[src/hw/rtl/cxaj_pkg.sv]
`default_nettype none
// ----------------------------------------------------------------------------
// cxaj_pkg
// Shared widths, register map and helpers for the ring automaton jump block.
// ----------------------------------------------------------------------------
package cxaj_pkg;

	localparam int LIGHT_W = 64;
	localparam int LEN_W   = 7;
	localparam int ROT_W   = 6;
	localparam int ADDR_W  = 3;
	localparam int DATA_W  = 32;

	// register index taken from paddr[2]
	localparam logic REG_RING_LENGTH = 1'b0;

	typedef struct packed {
		logic [LEN_W-1:0]   len;
		logic [LIGHT_W-1:0] mask;
		logic               derive;
	} cfg_t;

	function automatic logic [LIGHT_W-1:0] lane_mask(input logic [LEN_W-1:0] len);
		logic [LIGHT_W-1:0] m;
		begin
			if (len >= LEN_W'(LIGHT_W)) begin
				m = '1;
			end else begin
				m = (LIGHT_W'(1) << len) - LIGHT_W'(1);
			end
			return m;
		end
	endfunction

endpackage
`default_nettype wire

[src/hw/rtl/cxaj_cfg.sv]
`default_nettype none
// ----------------------------------------------------------------------------
// cxaj_cfg
// Ring length register on the apb port and the table rebuild counter.
// ----------------------------------------------------------------------------
module cxaj_cfg import cxaj_pkg::*; #(
	parameter int RING_MAX  = 64,
	parameter int STEP_BITS = 32
) (
	input  wire logic              clk,
	input  wire logic              arst_n,
	input  wire logic              psel,
	input  wire logic              penable,
	input  wire logic              pwrite,
	input  wire logic [ADDR_W-1:0] paddr,
	input  wire logic [DATA_W-1:0] pwdata,
	output logic      [DATA_W-1:0] prdata,
	output logic                   pready,
	output cfg_t                   cfg
);

	localparam int CNT_W = $clog2(STEP_BITS + 1);

	logic [LEN_W-1:0]   len_q;
	logic [LIGHT_W-1:0] mask_q;
	logic [CNT_W-1:0]   cnt_q;
	logic               wr_en;
	logic [LEN_W-1:0]   wr_len;

	assign wr_en  = psel && penable && pwrite && (paddr[2] == REG_RING_LENGTH);
	assign pready = 1'b1;

	// zero reads as one, large values saturate
	always_comb begin
		wr_len = pwdata[LEN_W-1:0];
		if (wr_len == '0) begin
			wr_len = LEN_W'(1);
		end
		if (wr_len > LEN_W'(RING_MAX)) begin
			wr_len = LEN_W'(RING_MAX);
		end
	end

	always_ff @(posedge clk or negedge arst_n) begin
		if (!arst_n) begin
			len_q  <= LEN_W'(RING_MAX);
			mask_q <= lane_mask(LEN_W'(RING_MAX));
			cnt_q  <= CNT_W'(STEP_BITS);
		end else if (wr_en) begin
			len_q  <= wr_len;
			mask_q <= lane_mask(wr_len);
			cnt_q  <= CNT_W'(STEP_BITS);
		end else if (cnt_q != '0) begin
			cnt_q  <= cnt_q - CNT_W'(1);
		end
	end

	always_comb begin
		prdata = '0;
		if (paddr[2] == REG_RING_LENGTH) begin
			prdata = DATA_W'(len_q);
		end
	end

	assign cfg.len    = len_q;
	assign cfg.mask   = mask_q;
	assign cfg.derive = (cnt_q != '0);

endmodule
`default_nettype wire

[config.mk]
export PLATFORM = sky130hd
export DESIGN_NAME = cxaj_cfg
export DESIGN_NICKNAME = d
export VERILOG_FILES = /design/src/hw/rtl/cxaj_pkg.sv /design/src/hw/rtl/cxaj_cfg.sv
export SDC_FILE = /design/constraint.sdc
export NUM_CORES = 1
export LEC_CHECK = 0
export BUFFER_PORTS_ARGS = -buffer_cell sky130_fd_sc_hd__buf_4
export CAP_MARGIN = 10
export CORE_UTILIZATION = 24
export CTS_CLUSTER_SIZE = 12
export DETAILED_ROUTE_END_ITERATION = 10
export HOLD_SLACK_MARGIN = 0.12
export SYNTH_ARGS = -nofsm -noshare
export SYNTH_HDL_FRONTEND = slang
export SYNTH_SLANG_ARGS = --single-unit
[constraint.sdc]
create_clock -name clk -period 1.55 [get_ports clk]
set_clock_uncertainty 0.15 [all_clocks]
set_input_delay 0.31 -clock clk [delete_from_list [all_inputs] [get_ports clk]]
set_output_delay 0.31 -clock clk [all_outputs]
set_load 0.005 [all_outputs]
# [Word-level counts from Yosys, hierarchy flattened]
# Cells that the tools add are included.
[classes] magnitude_cmp=2 addsub=2 n_bitwise=1 mux=6 n_reduce_logical=6 n_shift=1
[ops] cell="2-to-1 mux 64 bit" n=1
[ops] cell="left shift 1 x 7 -> 64 bit (first input constant)" n=1
[ops] cell="subtractor 64 x 2 -> 64 bit (second input constant)" n=1
[ops] cell="2-to-1 mux 7 bit" n=3
[ops] cell="2-to-1 mux 6 bit" n=2
[ops] cell=">= comparator 7 bit (second input constant)" n=1
[ops] cell="greater-than comparator 7 bit (second input constant)" n=1
[ops] cell="logical NOT 7 bit" n=1
[ops] cell="nonzero test 6 bit" n=1
[ops] cell="subtractor 6 x 1 -> 6 bit (second input constant)" n=1
[ops] cell="logical AND 1 bit" n=3
[ops] cell="nonzero test 2 bit" n=1
[ops] cell="inverter 1 bit" n=1
[totals] out_inout_bits=105 ff_bits=77

# [Logic depth before layout (Yosys ltp)]
[logic_depth] ltp_word=7 mapped_depth=9 mapped_depth_nobuf=8

# [Worst setup path before layout]
# Ideal clock, no wire load.
[synth_path] path_type="input -> register" from="input port pwdata[4]" to="register mask_q[48]" setup_time_ps=77 arrival_time_ps=2085 stages=9 required_time_ps=1323 path_slack_ps=-763 cell_sequence="buf_4 -> nor3_1 -> nand2_1 -> ha_1 -> o31a_2 -> and4_4 -> buf_6 -> a31o_1 -> a31oi_1"
[synth_via] elab_chain_len=7 elab_cells_between_ends=8
[synth_rtl] item="from (decl)" line_no="cxaj_cfg.sv:16" text="input wire logic [DATA_W-1:0] pwdata,"
[synth_rtl] item="logical NOT 7 bit" line_no="cxaj_cfg.sv:36" text="if (wr_len == '0) begin"
[synth_rtl] item="2-to-1 mux 7 bit (*)" line_no="cxaj_cfg.sv:36"
[synth_rtl] item="greater-than comparator 7 bit" line_no="cxaj_cfg.sv:39" text="if (wr_len > LEN_W'(RING_MAX)) begin"
[synth_rtl] item="2-to-1 mux 7 bit (*)" line_no="cxaj_cfg.sv:39"
[synth_rtl] item="left shift 1 x 7 -> 64 bit" line_no="cxaj_pkg.sv:29" text="m = (LIGHT_W'(1) << len) - LIGHT_W'(1);"
[synth_rtl] item="subtractor 64 x 2 -> 64 bit" line_no="cxaj_pkg.sv:29"
[synth_rtl] item="2-to-1 mux 64 bit (*)" line_no="cxaj_pkg.sv:26" text="if (len >= LEN_W'(LIGHT_W)) begin"
[synth_rtl] item="to (signal assigned)" line_no="cxaj_cfg.sv:47" text="mask_q <= lane_mask(LEN_W'(RING_MAX));"
[synth_rtl] item="to (signal assigned)" line_no="cxaj_cfg.sv:51" text="mask_q <= lane_mask(wr_len);"
[synth_rtl] item="to (decl)" line_no="cxaj_cfg.sv:25" text="logic [LIGHT_W-1:0] mask_q;"
# Every way passes the cells marked *; elsewhere a longest branch is shown, timed or not.
# A chain may end at the register's enable or synchronous reset.

==> flow_summary.yaml <==
outcome:
  status: "finished, violations left"
  violations: "setup timing"
yosys:
  syn_avg_cell_area_um2: 8.736
  synth-seq-cells: 77
  ys_types: 75
  synth.top_cell.area_share_pct: 36.16
  postSynthCellCount: 549
  synth_area_um2: 4796
  synth-main-ff-cell: "dfstp_2"
  synth.most_common_cell: "nor2_1"
  netlist_top_cells_count: "69 x nor2_1, 66 x dfstp_2, 64 x nand2_1"
  synth_warnings: 0
  synth_edf_count: 0
  synth.area.top_cells: "dfstp_2 36%, dfrtp_1 5.7%, nor2_1 5.4%"
  synth_top_area_cell: "dfstp_2"
  ys_seq_area_share_pct: 41.90
  synthArstFlopShare_pct: 100.0
route:
  wl_per_cell_um: 17.92
  drt_wl_total_um: 19230
  dr.pass1.iters: 5
  dr_total_vias: 5207
  dr.first_iter.drc_count: 423
  drc_errors: 0
  antenna_left: 0
  viasPerCell: 4.853
grt:
  overflow: 0
  grt_pass1_wl_um: 28970
  grt_usage_pct: 18.74
  antenna_found_initial: 0
  grt_pass1_vias: 5125
  grt_max_degree: 35
placed_design:
  hpwl_um: 14210
  gp_congestion: 0.9356
  portBuffers: 91
setup_path:
  path_max_fanout: 3
  critPathKind: "flop to primary output"
  endpoint_kind: "primary output"
  cp-startpoint: "cnt_q[1]"
  cp-start-kind: "flop"
  cp_data_arrival_time_ns: 1.47
  critPathRequiredTime_ns: 1.09
  r2r-start: "cnt_q[1]"
floorplanning:
  coreArea_um2: 19530
  die_area_um2: 20550
  die_x_um: 143.4
  die_y_um: 143.4
  rows: 51
  initial_core_util_pct: 24.56
  ioPinCount: 145
power_and_ir_drop:
  power_w: 0.007950
  peakVddDrop_uv: 458.9
  leakage_nw: 3.536
  p_per_area_nw_per_um2: 961.1
timing:
  hold_violations: 0
  tns_ns: -2.541
  max_freq_mhz: 517.5
  post-route-min-period_ns: 1.932
  setup_viol: 29
  finalMaxSlewViolations: 0
  fin_ws_ns: -0.3824
  fin_crit_sh_pct: 124.7
  rsz0062_at_grt: "yes"
clocking:
  clockBufferDepth: 2
  cts_root_buf: "clkbuf_16"
  path_clk_slew_ns: 0.06
  htreeDepth: 3
  clk_latency_ns: 0.34
  numCtsBuffers: 9
  cts.sinks: 77
  cts_tree: "built"
job:
  max_cap_viol_count: 0
cells_and_area:
  layout.nets: 845
  antenna-diode-count: 0
  utilization_pct: 42.36
  area_growth_pct: 72.48
  layout-drive-gt1-share_pct: 60.40
min_path:
  hp-class: "input pin to asynchronous set/reset pin"
## cell type report
| class | count | area (um^2) |
|---|---|---|
| tap | 265 | 331.6 |
| sequential | 77 | 2009 |
| inverter | 7 | 28.78 |
| fill | 1906 | 11250 |
| clock buffer | 13 | 270.3 |
| multi-input combinational | 423 | 3136 |
| timing repair buffer | 285 | 2454 |
| clock inverter | 3 | 42.54 |
## report_power, final
| group | switching, W | internal [W] |
|---|---|---|
| clock network | 0.000835 | 0.00138 |
| logic | 0.00118 | 0.00154 |
| registers | 0.000313 | 0.00270 |
## logic make-up after synthesis
group | Yosys count | synth area share (%)
and+or+nand+nor | 234 | 24.92
AOI/OAI and AO/OA | 143 | 20.38
DFF | 77 | 41.90
buffers and inverters | 76 | 9.262
xor gates and xnor gates | 12 | 2.191
muxes | 3 | 0.6783
adders and majority gates | 2 | 0.5217
other | 2 | 0.1566
## through the flow
step / worst slack, ns / hold WS (ns) / instances / area, um^2
floorplan: -0.3644 / -0.1356 / 574 / 5258
global route: -0.4442 / 0.2514 / 1073 / 8272
detailed placement: -0.6022 / 0.05049 / 1016 / 6964
global placement: -0.5988 / 0.05727 / 1016 / 6964
finish: -0.3824 / 0.2338 / 1073 / 8272
CTS: -0.3907 / 0.2358 / 1059 / 7924
## registers in the layout (all words and copies together) (netlist names)
signal,flops
mask_q,64
len_q,7
cnt_q,6
## final timing paths
kind	to	slack, ns	cells after the start
worst max-delay path	cfg[0]	-0.38	5
worst min-delay path	cnt_q[2]	0.23	2
worst max register to register	cnt_q[0]	-0.28	9
worst min register to register	mask_q[63]	0.31	2
max in group asynchronous	mask_q[5]	0.48	3
min in group clk	len_q[2]	0.28	4
## timing repair
action | in CTS | in global routing
hold endpoints to repair | 21 | 0
pin swaps | 45 | 54
buffers inserted | 23 | 14
gates resized for setup | 91 | 56
setup endpoints to repair | 46 | 53
gates cloned | 3 | 0
hold buffers | 1 | 0
## placed cells by master, fill, tap and decap left out, types with 6 or more instances in the layout
cell type  instances
a31oi_1           17
nor2_2             7
buf_4            236
xnor2_1            6
a21oi_2           10
nor2_4             7
clkbuf_16          9
buf_12            11
nor3_1             6
nor2_1            55
nand4_1           13
nand2_1           55
nor2b_1            9
conb_1            27
o211ai_1           6
dfrtp_1           11
o21ai_1           14
nand3_1           12
o21ai_0           13
a21oi_1           19
dfstp_2           66
buf_6             31
nand2_2            7
## layer usage
layer	vias to the layer above	part of all wire [%]	GRT usage, %
met2	222	46	28.41
met3	40	7.7	4.632
met4	0	2.8	6.887
li1	2447	-	-
met5	-	0	0
met1	2498	43	25.63
## worst max-delay path: stages (launching register included)
cell and delay, ns:
dfrtp_1 0.40, inv_2 0.09, ha_4 0.13, nand2_2 0.05, or3_4 0.34, buf_6 0.12
Power figures use the tool's default switching activity.
